### src/rtl/hdlt_pkg.sv
// Shared constants and types for the head/length/tail deframer.
`default_nettype none
package hdlt_pkg;

  // Default store depth in bytes
  localparam int STORE_DEPTH_DEF = 64;

  // Frame layout: head, four ID bytes, type, four length bytes, payload, tail
  localparam int HDR_BYTES = 11;
  localparam int LEN_OFS   = 6;
  localparam int TAIL_OFS  = 10;

  // Configuration register indexes
  localparam int          REG_IDX_W = 2;
  localparam logic [1:0]  REG_HEAD  = 2'd0;
  localparam logic [1:0]  REG_TAIL  = 2'd1;
  localparam logic [1:0]  REG_MAXP  = 2'd2;

  // Reset value of the payload limit: default depth minus fifteen
  localparam logic [5:0]  MAX_PAYLOAD_RST = 6'(STORE_DEPTH_DEF - 15);

  // Store port strobes from the scan control
  typedef struct packed {
    logic we;
    logic re;
  } store_ctl_t;

endpackage
`default_nettype wire

### src/rtl/hdlt_store.sv
// Pending byte store: one write port, one read port, registered read data.
`default_nettype none
module hdlt_store #(
  parameter int STORE_DEPTH = hdlt_pkg::STORE_DEPTH_DEF,
  parameter int AW          = $clog2(STORE_DEPTH)
) (
  input  wire logic               clk,
  input  wire hdlt_pkg::store_ctl_t ctl,
  input  wire logic [AW-1:0]      waddr,
  input  wire logic [7:0]         wdata,
  input  wire logic [AW-1:0]      raddr,
  output logic      [7:0]         rdata
);

  logic [7:0] mem [STORE_DEPTH];

  // Write incoming bytes
  always_ff @(posedge clk) begin
    if (ctl.we) begin
      mem[waddr] <= wdata;
    end
  end

  // Registered read; hold data when idle
  always_ff @(posedge clk) begin
    if (ctl.re) begin
      rdata <= mem[raddr];
    end
  end

endmodule
`default_nettype wire

### src/rtl/hdlt_ctrl.sv
// Scan sequencer: appends bytes, checks head, length and tail, emits frames.
`default_nettype none
module hdlt_ctrl #(
  parameter int STORE_DEPTH = hdlt_pkg::STORE_DEPTH_DEF,
  parameter int AW          = $clog2(STORE_DEPTH)
) (
  input  wire logic               clk,
  input  wire logic               rst_n,
  input  wire logic [7:0]         head_marker,
  input  wire logic [7:0]         tail_marker,
  input  wire logic [5:0]         max_payload,
  input  wire logic               in_valid,
  output logic                    in_ready,
  input  wire logic [7:0]         in_rx_byte,
  output logic                    out_valid,
  input  wire logic               out_ready,
  output logic [7:0]              out_frame_byte,
  output logic                    out_frame_end,
  output hdlt_pkg::store_ctl_t    st_ctl,
  output logic [AW-1:0]           st_waddr,
  output logic [7:0]              st_wdata,
  output logic [AW-1:0]           st_raddr,
  input  wire logic [7:0]         st_rdata
);

  localparam int CW        = AW + 1;
  localparam int LEN_LIMIT = STORE_DEPTH - hdlt_pkg::HDR_BYTES;

  typedef enum logic [3:0] {
    ST_IDLE,
    ST_HEAD_RD,
    ST_HEAD_EV,
    ST_LEN_RD,
    ST_LEN_EV,
    ST_TAIL_RD,
    ST_TAIL_EV,
    ST_EMIT_RD,
    ST_EMIT_EV
  } state_t;

  state_t        state_r;
  logic [AW-1:0] base_r;
  logic [CW-1:0] count_r;
  logic [1:0]    lidx_r;
  logic [AW-1:0] len_r;
  logic [AW-1:0] rem_r;
  logic          out_valid_r;
  logic [7:0]    out_byte_r;
  logic          out_end_r;

  logic          accept;
  logic [CW-1:0] rd_ofs;
  logic [AW-1:0] base_inc;
  logic          out_free;
  logic          emit_go;
  logic [8:0]    tail_pos;

  // Circular address: base plus offset, folded once into the store
  function automatic logic [AW-1:0] wrap(input logic [AW-1:0] base,
                                         input logic [CW-1:0] ofs);
    logic [CW-1:0] sum;
    sum = {1'b0, base} + ofs;
    if (sum >= CW'(STORE_DEPTH)) begin
      sum = sum - CW'(STORE_DEPTH);
    end
    return sum[AW-1:0];
  endfunction

  assign in_ready       = (state_r == ST_IDLE);
  assign accept         = in_valid && in_ready;
  assign out_valid      = out_valid_r;
  assign out_frame_byte = out_byte_r;
  assign out_frame_end  = out_end_r;
  assign out_free       = !out_valid_r || out_ready;
  assign emit_go        = (state_r == ST_EMIT_EV) && out_free;
  assign base_inc       = (base_r == AW'(STORE_DEPTH - 1)) ? '0 : base_r + 1'b1;
  assign tail_pos       = {1'b0, st_rdata} + 9'(hdlt_pkg::TAIL_OFS);

  // Append the accepted byte behind the pending bytes
  assign st_ctl.we = accept;
  assign st_waddr  = wrap(base_r, count_r);
  assign st_wdata  = in_rx_byte;

  // Select the read offset for each read state
  always_comb begin
    unique case (state_r)
      ST_LEN_RD:  rd_ofs = CW'(hdlt_pkg::LEN_OFS) + CW'(lidx_r);
      ST_TAIL_RD: rd_ofs = CW'(hdlt_pkg::TAIL_OFS) + CW'(len_r);
      default:    rd_ofs = '0;
    endcase
  end

  assign st_ctl.re = (state_r == ST_HEAD_RD) || (state_r == ST_LEN_RD) ||
                     (state_r == ST_TAIL_RD) || (state_r == ST_EMIT_RD);
  assign st_raddr  = wrap(base_r, rd_ofs);

  // Sequencer, pointers and output register
  always_ff @(posedge clk) begin
    if (!rst_n) begin
      state_r     <= ST_IDLE;
      base_r      <= '0;
      count_r     <= '0;
      lidx_r      <= '0;
      len_r       <= '0;
      rem_r       <= '0;
      out_valid_r <= 1'b0;
    end else begin
      // load a new output beat, or drop the current one once taken
      if (emit_go) begin
        out_valid_r <= 1'b1;
      end else if (out_ready) begin
        out_valid_r <= 1'b0;
      end
      unique case (state_r)
        ST_IDLE: begin
          if (accept) begin
            count_r <= count_r + 1'b1;
            state_r <= ST_HEAD_RD;
          end
        end
        ST_HEAD_RD: begin
          state_r <= ST_HEAD_EV;
        end
        ST_HEAD_EV: begin
          if (st_rdata != head_marker) begin
            // drop a byte that starts no frame
            base_r  <= base_inc;
            count_r <= count_r - 1'b1;
            state_r <= (count_r == CW'(1)) ? ST_IDLE : ST_HEAD_RD;
          end else if (count_r < CW'(hdlt_pkg::HDR_BYTES)) begin
            // header not complete yet: hold pending
            state_r <= ST_IDLE;
          end else begin
            lidx_r  <= '0;
            state_r <= ST_LEN_RD;
          end
        end
        ST_LEN_RD: begin
          state_r <= ST_LEN_EV;
        end
        ST_LEN_EV: begin
          if (lidx_r != 2'd3) begin
            if (st_rdata != 8'd0) begin
              base_r  <= base_inc;
              count_r <= count_r - 1'b1;
              state_r <= ST_HEAD_RD;
            end else begin
              lidx_r  <= lidx_r + 1'b1;
              state_r <= ST_LEN_RD;
            end
          end else if (st_rdata > {2'b00, max_payload} ||
                       st_rdata > 8'(LEN_LIMIT)) begin
            // reject the length, resume after this head
            base_r  <= base_inc;
            count_r <= count_r - 1'b1;
            state_r <= ST_HEAD_RD;
          end else begin
            len_r <= st_rdata[AW-1:0];
            // tail not received yet: hold pending
            state_r <= (9'(count_r) <= tail_pos) ? ST_IDLE : ST_TAIL_RD;
          end
        end
        ST_TAIL_RD: begin
          state_r <= ST_TAIL_EV;
        end
        ST_TAIL_EV: begin
          if (st_rdata != tail_marker) begin
            base_r  <= base_inc;
            count_r <= count_r - 1'b1;
            state_r <= ST_HEAD_RD;
          end else begin
            rem_r   <= AW'(hdlt_pkg::TAIL_OFS) + len_r;
            state_r <= ST_EMIT_RD;
          end
        end
        ST_EMIT_RD: begin
          state_r <= ST_EMIT_EV;
        end
        ST_EMIT_EV: begin
          // advance when the output register is free
          if (out_free) begin
            out_byte_r  <= st_rdata;
            out_end_r   <= (rem_r == '0);
            base_r      <= base_inc;
            count_r     <= count_r - 1'b1;
            if (rem_r == '0) begin
              state_r <= (count_r == CW'(1)) ? ST_IDLE : ST_HEAD_RD;
            end else begin
              rem_r   <= rem_r - 1'b1;
              state_r <= ST_EMIT_RD;
            end
          end
        end
        default: begin
          state_r <= ST_IDLE;
        end
      endcase
    end
  end

endmodule
`default_nettype wire

### src/rtl/head_length_tail_deframer.sv
// Each accepted byte starts a scan: the oldest pending byte is read and checked
// against the head marker; a complete header is then verified by four length
// reads and a tail read. A new input byte is taken only while idle, after the
// scan of the last one; each emitted byte is a store read and waits on out_ready.
// Reset (rst_n low, synchronous) empties the store pointers, drops any output
// beat and loads register defaults; the store contents are not cleared.
`default_nettype none
module head_length_tail_deframer #(
  parameter int STORE_DEPTH = hdlt_pkg::STORE_DEPTH_DEF
) (
  input  wire logic                           clk,
  input  wire logic                           rst_n,
  input  wire logic                           cfg_valid,
  output logic                                cfg_ready,
  input  wire logic [hdlt_pkg::REG_IDX_W-1:0] cfg_index,
  input  wire logic [7:0]                     cfg_data,
  input  wire logic                           in_valid,
  output logic                                in_ready,
  input  wire logic [7:0]                     in_rx_byte,
  output logic                                out_valid,
  input  wire logic                           out_ready,
  output logic [7:0]                          out_frame_byte,
  output logic                                out_frame_end
);

  localparam int AW = $clog2(STORE_DEPTH);

  logic [7:0]           head_r;
  logic [7:0]           tail_r;
  logic [5:0]           maxp_r;
  hdlt_pkg::store_ctl_t st_ctl;
  logic [AW-1:0]        st_waddr;
  logic [7:0]           st_wdata;
  logic [AW-1:0]        st_raddr;
  logic [7:0]           st_rdata;

  assign cfg_ready = 1'b1;

  // Configuration registers
  always_ff @(posedge clk) begin
    if (!rst_n) begin
      head_r <= 8'd0;
      tail_r <= 8'd0;
      maxp_r <= hdlt_pkg::MAX_PAYLOAD_RST;
    end else if (cfg_valid && cfg_ready) begin
      unique case (cfg_index)
        hdlt_pkg::REG_HEAD: head_r <= cfg_data;
        hdlt_pkg::REG_TAIL: tail_r <= cfg_data;
        hdlt_pkg::REG_MAXP: maxp_r <= cfg_data[5:0];
        default: begin
        end
      endcase
    end
  end

  hdlt_ctrl #(
    .STORE_DEPTH(STORE_DEPTH),
    .AW         (AW)
  ) u_ctrl (
    .clk           (clk),
    .rst_n         (rst_n),
    .head_marker   (head_r),
    .tail_marker   (tail_r),
    .max_payload   (maxp_r),
    .in_valid      (in_valid),
    .in_ready      (in_ready),
    .in_rx_byte    (in_rx_byte),
    .out_valid     (out_valid),
    .out_ready     (out_ready),
    .out_frame_byte(out_frame_byte),
    .out_frame_end (out_frame_end),
    .st_ctl        (st_ctl),
    .st_waddr      (st_waddr),
    .st_wdata      (st_wdata),
    .st_raddr      (st_raddr),
    .st_rdata      (st_rdata)
  );

  hdlt_store #(
    .STORE_DEPTH(STORE_DEPTH),
    .AW         (AW)
  ) u_store (
    .clk  (clk),
    .ctl  (st_ctl),
    .waddr(st_waddr),
    .wdata(st_wdata),
    .raddr(st_raddr),
    .rdata(st_rdata)
  );

endmodule
`default_nettype wire

### config.mk
export PLATFORM = sky130hd
export DESIGN_NAME = head_length_tail_deframer
export DESIGN_NICKNAME = d
export VERILOG_FILES = /design/src/rtl/hdlt_pkg.sv /design/src/rtl/hdlt_store.sv /design/src/rtl/hdlt_ctrl.sv /design/src/rtl/head_length_tail_deframer.sv
export SDC_FILE = /design/constraint.sdc
export NUM_CORES = 1
export LEC_CHECK = 0
export ABC_CLOCK_PERIOD_IN_PS = 6650
export BUFFER_PORTS_ARGS = -buffer_cell sky130_fd_sc_hd__buf_4
export CELL_PAD_IN_SITES_DETAIL_PLACEMENT = 0
export CELL_PAD_IN_SITES_GLOBAL_PLACEMENT = 1
export CORE_ASPECT_RATIO = 1.1
export CORE_MARGIN = 1.5
export CORE_UTILIZATION = 54
export CTS_CLUSTER_DIAMETER = 120
export DETAILED_ROUTE_END_ITERATION = 10
export GPL_ROUTABILITY_DRIVEN = 1
export GPL_TIMING_DRIVEN = 0
export PLACE_DENSITY_LB_ADDON = 0.1
export SLEW_MARGIN = 25
export SYNTH_ARGS = -nofsm -noshare
export SYNTH_HDL_FRONTEND = slang
export SYNTH_SLANG_ARGS = --single-unit
### constraint.sdc
create_clock -name clk -period 6.65 [get_ports clk]
set_input_delay 0.3325 -clock clk [delete_from_list [all_inputs] [get_ports clk]]
set_output_delay 0.3325 -clock clk [all_outputs]
set_load 0.02 [all_outputs]
After elaboration in Yosys (flattened, before gate mapping)
Memories as Yosys holds them, arrays and structs flattened. A register that Yosys moved wholly into a read port is not among the register bits.
Cells that the tools add are included.
- logic and storage cells: 132
- output and inout port bits: 12
- register bits after elaboration: 63
- bits in writable memories: 512
- memories: 1
- bits of input ports: 23
- memories (memory ; depth ; width ; rd ports ; clocked after Yosys merged registers in ; wr ports ; RTL line ; text):
    u_store.mem ; 64 ; 8 ; 1 ; 1 ; 1 ; hdlt_store.sv:15 ; logic [7:0] mem [STORE_DEPTH];
- reductions and logical operators: 27
- mux-type cells: 44
- add/sub/neg operators: 13
- equality and inequality tests: 27
- order comparisons: 6
- bitwise operators: 2
- operator list (operator ; count):
    6-bit 2-to-1 mux ; 12
    7-bit 2-to-1 mux ; 7
    4-bit one-hot mux with 9 select lines ; 1
    7-bit one-hot mux with 5 select lines ; 1
    4-bit 2-to-1 mux ; 6
    6-bit one-hot mux with 4 select lines ; 1
    6-bit by 1-bit subtractor with 6-bit output (second input constant) ; 3
    4-bit by 3-bit == test with 1-bit output (second input constant) ; 4
    8-bit != test ; 2
    6-bit by 7-bit adder with 7-bit output ; 2
    7-bit >= comparator (second input constant) ; 2
    2-bit != test (second input constant) ; 7
    7-bit one-hot mux with 2 select lines ; 1
    2-bit 2-to-1 mux ; 6
    6-bit one-hot mux with 2 select lines ; 1
    8-bit by 4-bit adder with 9-bit output (second input constant) ; 1
    7-bit by 9-bit <= comparator with 1-bit output ; 1
    4-bit by 2-bit == test with 1-bit output (second input constant) ; 2
    8-bit by 6-bit > comparator with 1-bit output ; 1
    8-bit by 6-bit > comparator with 1-bit output (second input constant) ; 1
    2-bit by 1-bit != test with 1-bit output (second input constant) ; 4
    2-bit AND reduction ; 4
    8-bit nonzero test ; 1
    4-bit by 6-bit adder with 7-bit output (first input constant) ; 1
    other kinds (33) ; 47

Longest topological paths before layout
Gate-level depths: netlist of the first run.
- depth after elaboration: 6
- gate-level depth with buffers: 15
- mapped depth without buffers: 12

Hierarchy
A second synthesis of the first run with hierarchy kept.
- cell total of the unflattened synthesis: 1449
- area total of the unflattened synthesis: 24567.3 µm²
- modules (own cells, without submodules) (module ; instances ; cells each ; area an instance (µm²) ; seq. area each (µm²)):
    hdlt_store ; 1 ; 940 ; 20246.9 ; 15615.0
    hdlt_ctrl ; 1 ; 421 ; 3453.3 ; 910.9
    head_length_tail_deframer ; 1 ; 88 ; 867.1 ; 440.4

Least setup slack after synthesis of the first run
No wires, ideal clock.
- kind: flip-flop to flip-flop
- from: register u_ctrl.state_r[1]
- to: register u_store.rdata[5], read port of u_store.mem, data pin
- setup time: 0.276 ns
- arrival time: 2.915 ns
- path slack: 3.459 ns
- stages on the path, launching flop included: 15
- required time: 6.374 ns
- path through: dfxtp_1 -> buf_6 -> or2b_1 -> or2_2 -> o21ai_0 -> ha_1 -> buf_2 -> and3_1 -> o21ai_0 -> nor4bb_1 -> buf_2 -> buf_2 -> a32oi_1 -> o211ai_1 -> mux2i_1
- longest elaborated chain between the ends: 5
- elaborated cells between the ends (all ways): 12
- RTL lines (element ; RTL line ; text):
    start, declared ; hdlt_ctrl.sv:41 ; state_t state_r;
    start signal, assigned ; hdlt_ctrl.sv:129 ; state_r <= (count_r == CW'(1)) ? ST_IDLE : ST_HEAD_RD;
    start signal, assigned ; hdlt_ctrl.sv:160 ; state_r <= (9'(count_r) <= tail_pos) ? ST_IDLE : ST_TAIL_RD;
    start signal, assigned ; hdlt_ctrl.sv:187 ; state_r <= (count_r == CW'(1)) ? ST_IDLE : ST_HEAD_RD;
    4-bit by 3-bit == test with 1-bit output / 4-bit by 2-bit == test with 1-bit output (equally long branches) ; hdlt_ctrl.sv:86, hdlt_ctrl.sv:94, hdlt_ctrl.sv:93 ;
    7-bit one-hot mux with 2 select lines ; hdlt_ctrl.sv:86 ; unique case (state_r)
    6-bit by 7-bit adder with 7-bit output ; hdlt_ctrl.sv:62 ; sum = {1'b0, base} + ofs;
    6-bit by 1-bit subtractor with 6-bit output / 7-bit >= comparator (equally long branches) ; hdlt_ctrl.sv:64, hdlt_ctrl.sv:63 ;
    6-bit 2-to-1 mux ; hdlt_ctrl.sv:63 ; if (sum >= CW'(STORE_DEPTH)) begin
    end, declared ; hdlt_store.sv:12 ; output logic [7:0] rdata
Parallel ways exist; a longest one is shown, timed or not.
A chain may end at the register's enable or synchronous reset.

Final worst setup path of the first run
- from: register u_ctrl.state_r[1]
- to: register u_store.rdata[3], read port of u_store.mem, data pin
The elaborated chain is that of the path after synthesis.

==> results.cfg, run 1 <==
[clocking]
insertion_delay_ns = 0.63
clkSinkCount = 583
root_buffer = clkbuf_16
cts_buffer_depth = 3
cts_max_level = 2
clk_pin_slew_ns = 0.06
cts_made_buffers = 58
tritoncts = built

[route]
num_vias = 13126
viasPerCell = 5.991
ant_nets = 0
route.detailed.drc = 0
first_pass_iters = 6
drt_iter0_markers = 1347
drt-total-wl_um = 55970
routedWlPerCell_um = 25.55

[floorplan]
rows = 81
initial_utilization_pct = 54.72
die_area_um2 = 46370
core_um2 = 44490
die_h_um = 225.7
die-width_um = 205.5
io_pins = 35

[setup_path]
worstPathCellList = buf_6, or2b_1, or2_2, o21ai_0, ha_1, fa_1, clkbuf_1, clkbuf_1, mux4_2, mux2i_1, a32oi_1, o221ai_1, mux2i_1
crit_end = u_store.rdata[3]
rr_endpoint = u_store.rdata[3]
critPathBufInv = 3
reg2reg_slack_ns = 1.83
arrival_ns = 5.28
start_kind = register
cpPeakStageDelay_ns = 0.75
crit_required_ns = 7.10
crit_path_top_delay_cell = clkbuf_1
timing.critical_path.from = u_ctrl.state_r[1]
r2r_start = u_ctrl.state_r[1]
worstSetupPathType = reg -> reg
critPathCaptureType = register
r2r_cells = 13
crit_family = buffers and inverters
cp_num_cells = 13
crit_fanout = 10

[placement]
place_ws_ns = 1.940
dp.cells = 2074
gp_congestion = 0.8565
port_buffers = 32
dp_hpwl_um = 35860

[sta]
hold_violations = 0
max_freq_mhz = 207.3
post-route-min-period_ns = 4.824
setup-violations-final = 0
finalSetupTns_ns = 0
worst_slew_pin_slew_ns = 1.107
skew_ns = 0.02277
slew_headroom_pct = 26.13
rsz0062_at_grt = no
setup_slack_ns = 1.826
slew_violations = 0
period_share_pct = 72.54

[synthesis]
syn_area_um2 = 24350
synthDistinctLibCells = 69
avgSynthCellArea_um2 = 16.66
syn_inst = 1461
yosys_warnings = 0
yosysTopAreaCell = edfxtp_1
synth_top_area_share_pct = 65.24
synthFlopType = edfxtp_1
seq_area_frac_synth_pct = 69.68
synth_edf_count = 529
synthArstFlopShare_pct = 0
synth_area_leaders = edfxtp_1 65%, mux4_2 12%, dfxtp_1 4.4%
syn-num-nets = 1518
ys_ff_latch = 583

[global_route]
grt_pass1_vias = 13157
grt_max_degree = 65
grt_use_total_pct = 24.94
overflow = 0
grt_pass1_wl_um = 82840
antenna_found_initial = 0

[power_and_ir_drop]
p_total_mw = 7.648
irDropWorstVdd_mv = 0.2606
p_leak_nw = 8.744
power.density_nw_per_um2 = 281.3

[cells_and_area]
fillers = 3236
n_antenna_cell = 0
drive_above_1_share_pct = 18.01
nNetsFinal = 1618
layout.area.seq_um2 = 16970
final_cells = 2191
multi_input_area_um2 = 7017
area_delta_synth_final_pct = 11.68

[worst_hold_path]
hold_path.class = in -> reg

[run]
max-cap-violations = 0

[status]
run_status = complete, no violations
## Yosys cell counts, types with 6 or more instances
master and instances:
xnor2_1 17, nand2b_1 9, nand2_1 161, o21ai_0 21, nor3_1 14, mux4_2 128
and3_1 6, mux2i_1 58, a21oi_1 20, xor2_1 16, dfxtp_1 54, a21o_1 8
o221ai_1 8, clkbuf_1 38, nand3_1 29, inv_1 16, nor2_1 116, ha_1 32
a21boi_0 9, nor2b_1 27, edfxtp_1 529, o211ai_1 13, buf_2 24, a32oi_1 16
nor4_1 7
## kinds of logic (layout without fill, tap and decap cells)
logic type | count (synthesis) | count (layout) | share of synthesized area, %
AO/OA/AOI/OAI | 135 | 135 | 3.988
XOR/XNOR | 35 | 35 | 1.321
adder cells (fa/ha/maj) | 34 | 34 | 1.809
buffers and inverters | 84 | 233 | 1.495
flip-flops | 583 | 583 | 69.69
multiplexers | 187 | 187 | 14.27
other | 1 | 1 | 0.01540
AND/OR/NAND/NOR | 402 | 402 | 7.416
## state kept, by name (all words and copies together) (netlist names)
register               count
u_ctrl.lidx_r              2
u_ctrl.state_r             4
tail_r                     8
head_r                     8
u_ctrl.base_r              6
u_store.rdata              8
u_ctrl.len_r               6
u_ctrl.rem_r               6
u_store.mem              512
u_ctrl.out_frame_end       1
u_ctrl.out_valid           1
u_ctrl.count_r             7
maxp_r                     6
u_ctrl.out_frame_byte      8
## worst min-delay path: stages
cell,delay (ns)
buf_4,0.07
nand2b_1,0.25
a21boi_0,0.14
## cell usage in the layout (no fill, tap or decap), types with 13 or more instances in the layout
cell type  Yosys  final
xnor2_1       17     17
nand3_1       29     29
inv_1         16     16
nor2_1       116    116
clkbuf_16      0     58
clkbuf_1      38     49
a21oi_1       20     20
edfxtp_1     529    529
buf_4          1     33
mux4_2       128    128
nor3_1        14     14
buf_2         24     24
ha_1          32     32
nor2b_1       27     27
nand2_1      161    161
o211ai_1      13     13
xor2_1        16     16
dfxtp_1       54     54
clkinv_2       0     13
mux2i_1       58     58
o21ai_0       21     21
a32oi_1       16     16
## report_power, final
part	total [mW]	switching (mW)	internal (mW)
Combinational	0.484	0.297	0.187
Sequential	4.06	0.0282	4.03
Clock	3.11	1.38	1.72
## metrics by stage
stage | hold WS, ns | util (%) | instance area [µm²]
after global placement | 0.4609 | 56.90 | 25310
after floorplan | 0.4244 | - | 24350
after detailed placement | 0.4662 | 56.90 | 25310
after global routing | 0.2472 | 61.12 | 27190
after CTS | 0.2078 | 61.12 | 27190
final | 0.2287 | 61.12 | 27190
## layer usage
layer  GRT usage [%]  wire length [µm]  vias up
met3           4.473              3491      107
met1           34.11             23580     6679
met4           9.866              2024        0
met5               0                 0        -
met2           40.07             26880      414
li1                -                 -     5926
## what timing repair did
item                                   CTS  global route
gates resized for setup                  0             0
endpoints found under the hold margin   20             0
setup buffers                            0             0
hold buffers                             8             0
## worst min path at each step
stage,startpoint,endpoint,slack (ns),depth (start not counted)
5_1_grt,out_ready,u_ctrl.out_valid,0.25,3
6_report,out_ready,u_ctrl.out_valid,0.23,3
4_1_cts,out_ready,u_ctrl.out_valid,0.21,3
2_1_floorplan,u_store.rdata[6],u_ctrl.out_frame_byte[6],0.42,0
3_3_place_gp,u_store.rdata[6],u_ctrl.out_frame_byte[6],0.46,0
3_5_place_dp,u_store.rdata[6],u_ctrl.out_frame_byte[6],0.47,0
## area by class of cell
class | count | area share (%)
plain buffers | 68 | 1.118
clock buffers | 69 | 5.490
clock inverters | 40 | 1.118
inverters | 16 | 0.2209
multi-input cells | 794 | 25.81
flip-flops and latches | 583 | 62.40
well taps | 581 | 2.673
repair buffers | 40 | 1.178
No activity file was read; power rests on OpenSTA's default activity.
==> run 2: changes to the inputs <==
Settings changed: ABC_AREA set to 1, ABC_CLOCK_PERIOD_IN_PS 6650 to 4900, CORE_UTILIZATION 54 to 51.
Clock period 6.65 ns to 4.9 ns, I/O delays scaled along.
==> run 2 against run 1 <==
  * Global-route usage rose by 3.1 points
  * Flip-flop and latch count stayed put
  * Non-clock buffer count is 77 higher
  * Combinational power grew 140%
  * Largest power group unchanged
==> results.cfg, run 2 <==
[power_and_ir_drop]
irDropWorstVdd_mv = 0.3415
p_comb_share_pct = 10.2
pwr-share-seq_pct = 49.5
clock_power_share_pct = 40.3
power.density_nw_per_um2 = 394.3
p_int_mw = 8.416
p_leak_nw = 9.829
p_switching_mw = 2.772
switching_share_pct = 24.78

[global_route]
overflow = 0
antenna_found_initial = 2
grt_pass1_wl_um = 104800
grt_max_degree = 65
grt_use_total_pct = 28.09
grt_pass1_vias = 17194

[placement]
dp_hpwl_um = 47380
gp_congestion = 0.9115
port_buffers = 33
dp.cells = 2969

[cells_and_area]
regMostFlops = u_store.mem
nNetsFinal = 2445
largest_register_ffs = 512
final_cell_mix = 529 x edfxtp_1, 457 x nor2_1, 328 x o21ai_0
area_delta_synth_final_pct = 13.20
n_antenna_cell = 0
layout.area.seq_um2 = 16970
multi_input_area_um2 = 7277
layout_commonest_cell = edfxtp_1
drive_above_1_share_pct = 9.405
final_cells = 3087
fillers = 4181

[sta]
hold_violations = 0
slew_violations = 0
fin_hold_ws_ns = 0.04514
post-route-min-period_ns = 4.330
slew_headroom_pct = 38.20
period_share_pct = 88.37
finalSetupTns_ns = 0
rsz0062_at_grt = no
worst_slew_pin_slew_ns = 0.9199
max_freq_mhz = 230.9
setup-violations-final = 0
skew_ns = 0.02976

[setup_path]
crit_end = u_store.rdata[3]
rr_endpoint = u_store.rdata[3]
worstSetupPathType = reg -> reg
r2r_cells = 16
reg2reg_slack_ns = 0.57
crit_path_top_delay_cell = nor3_1
cpPeakStageDelay_ns = 0.53
r2r_start = u_ctrl.state_r[0]
critPathCaptureType = register
cpMostUsedCell = o21ai_0
worstPathCellList = inv_1, nor3_1, nand2_1, o21ai_0, ha_1, fa_1, inv_2, clkbuf_1, o21ai_0, o22ai_1, nand2_1, nand3_1, nand3_1, o21ai_0, inv_1, o21ai_1
critPathBufInv = 4
crit_fanout = 10
cp_num_cells = 16
crit_family = buffers and inverters
start_kind = register
arrival_ns = 4.74
crit_required_ns = 5.31
timing.critical_path.from = u_ctrl.state_r[0]

[synthesis]
yosys_warnings = 0
avgSynthCellArea_um2 = 11.06
synth_top_area_share_pct = 63.37
ys_ff_latch = 583
synthFlopType = edfxtp_1
seq_area_frac_synth_pct = 67.68
synth_area_leaders = edfxtp_1 63%, nor2_1 6.9%, o21ai_0 6.5%
synthTopCellsByCount = 529 x edfxtp_1, 458 x nor2_1, 328 x o21ai_0
synthDistinctLibCells = 42
synthArstFlopShare_pct = 0
yosysMostFrequentCell = edfxtp_1
syn_inst = 2267
syn-num-nets = 2324
yosysTopAreaCell = edfxtp_1
syn_area_um2 = 25070
synth_edf_count = 529

[route]
route.detailed.drc = 0
num_vias = 17871
first_pass_iters = 6
drt-total-wl_um = 70780
routedWlPerCell_um = 22.93
ant_nets = 0
viasPerCell = 5.789
drt_iter0_markers = 1792

[clocking]
clkSinkCount = 583
cts_made_buffers = 59
tritoncts = built
cts_buffer_depth = 3
root_buffer = clkbuf_16
clk_pin_slew_ns = 0.06
cts_max_level = 2
insertion_delay_ns = 0.64
cts_setup_buffers = 0

[floorplan]
die-width_um = 214.4
rows = 85
initial_utilization_pct = 51.46
io_pins = 35
die_area_um2 = 50490
core_um2 = 48710
die_h_um = 235.5

[run]
max-cap-violations = 0

[worst_hold_path]
hold_path.class = in -> reg

[status]
run_status = complete, no violations
-- run 2: changes by cell type after synthesis, moves of 30 or more --
cell,change
a21oi_1,+37
clkbuf_1,+31
inv_1,+74
mux2i_1,-58
mux4_2,-128
nand2_1,+75
nand3_1,+64
nor2_1,+342
o21ai_0,+307
o21ai_1,+30
o22ai_1,+61
-- run 2: logic make-up (layout without fill, tap and decap cells) --
family	count (synthesis)	after routing	synth area share [%]
simple gates	848	848	13.99
flops	583	583	67.68
compound gates	524	524	11.21
buf+inv	232	400	3.718
xor+xnor	45	45	1.632
fa+ha+maj	34	34	1.757
other cells	1	1	0.01496
-- run 2: per-stage QoR --
step	instance area (µm²)	worst slack (ns)	utilization, %	power (mW)
after detailed placement	26340	0.6138	54.08	6.766
final	28380	0.5697	58.26	11.19
after CTS	28370	0.5852	58.25	11.22
after floorplan	25070	1.964	-	6.291
after global routing	28380	0.2360	58.26	11.54
after global placement	26130	0.6570	53.65	6.744
-- run 2: what timing repair did --
action | in CTS | in global routing
hold buffers | 10 | 0
gates resized for setup | 0 | 0
hold endpoints to repair | 29 | 0
-- run 2: per-layer routing --
metal  track usage (%)  vias up  share of wire (%)
met5                 0        -                  0
met4             10.05        0                3.5
met3             4.638      140                7.5
met2             46.94      724                 48
met1             37.23     8736                 41
li1                  -     8271                  -
-- run 2: layout make-up --
type | count | area share [%]
Sequential cell | 583 | 59.79
Timing Repair Buffer | 60 | 1.605
Tap cell | 652 | 2.875
Inverter | 107 | 1.415
Buffer | 125 | 1.870
Clock buffer | 76 | 5.644
Multi-Input combinational cell | 1452 | 25.64
Clock inverter | 32 | 1.155
-- run 2: worst min-delay path by stage --
stage / start / slack (ns) / to / depth (start not counted)
after floorplan: in_rx_byte[0] / 0.34 / u_store.mem[0][0] / 0
after global placement: u_store.rdata[6] / 0.45 / u_ctrl.out_frame_byte[6] / 0
after detailed placement: maxp_r[1] / 0.46 / maxp_r[1] / 2
after CTS: in_valid / 0.009 / u_ctrl.state_r[1] / 5
after global routing: in_valid / 0.06 / u_ctrl.state_r[1] / 5
final: in_valid / 0.05 / u_ctrl.state_r[1] / 5
-- run 2: worst reg2reg max path, stage by stage, from the launching register on --
cell and delay (ns):
dfxtp_1 0.43, inv_1 0.14, nor3_1 0.53, nand2_1 0.09, o21ai_0 0.11, ha_1 0.22
fa_1 0.48, inv_2 0.38, clkbuf_1 0.45, o21ai_0 0.18, o22ai_1 0.25, nand2_1 0.12
nand3_1 0.10, nand3_1 0.12, o21ai_0 0.18, inv_1 0.07, o21ai_1 0.27
-- run 2: power groups by stage --
stage               sequential (mW)  clock [mW]  combinational, mW
floorplan                      5.63           0              0.665
global placement               5.65           0               1.10
detailed placement             5.65           0               1.12
CTS                            5.54        4.55               1.13
global route                   5.55        4.75               1.25
finish                         5.54        4.51               1.14
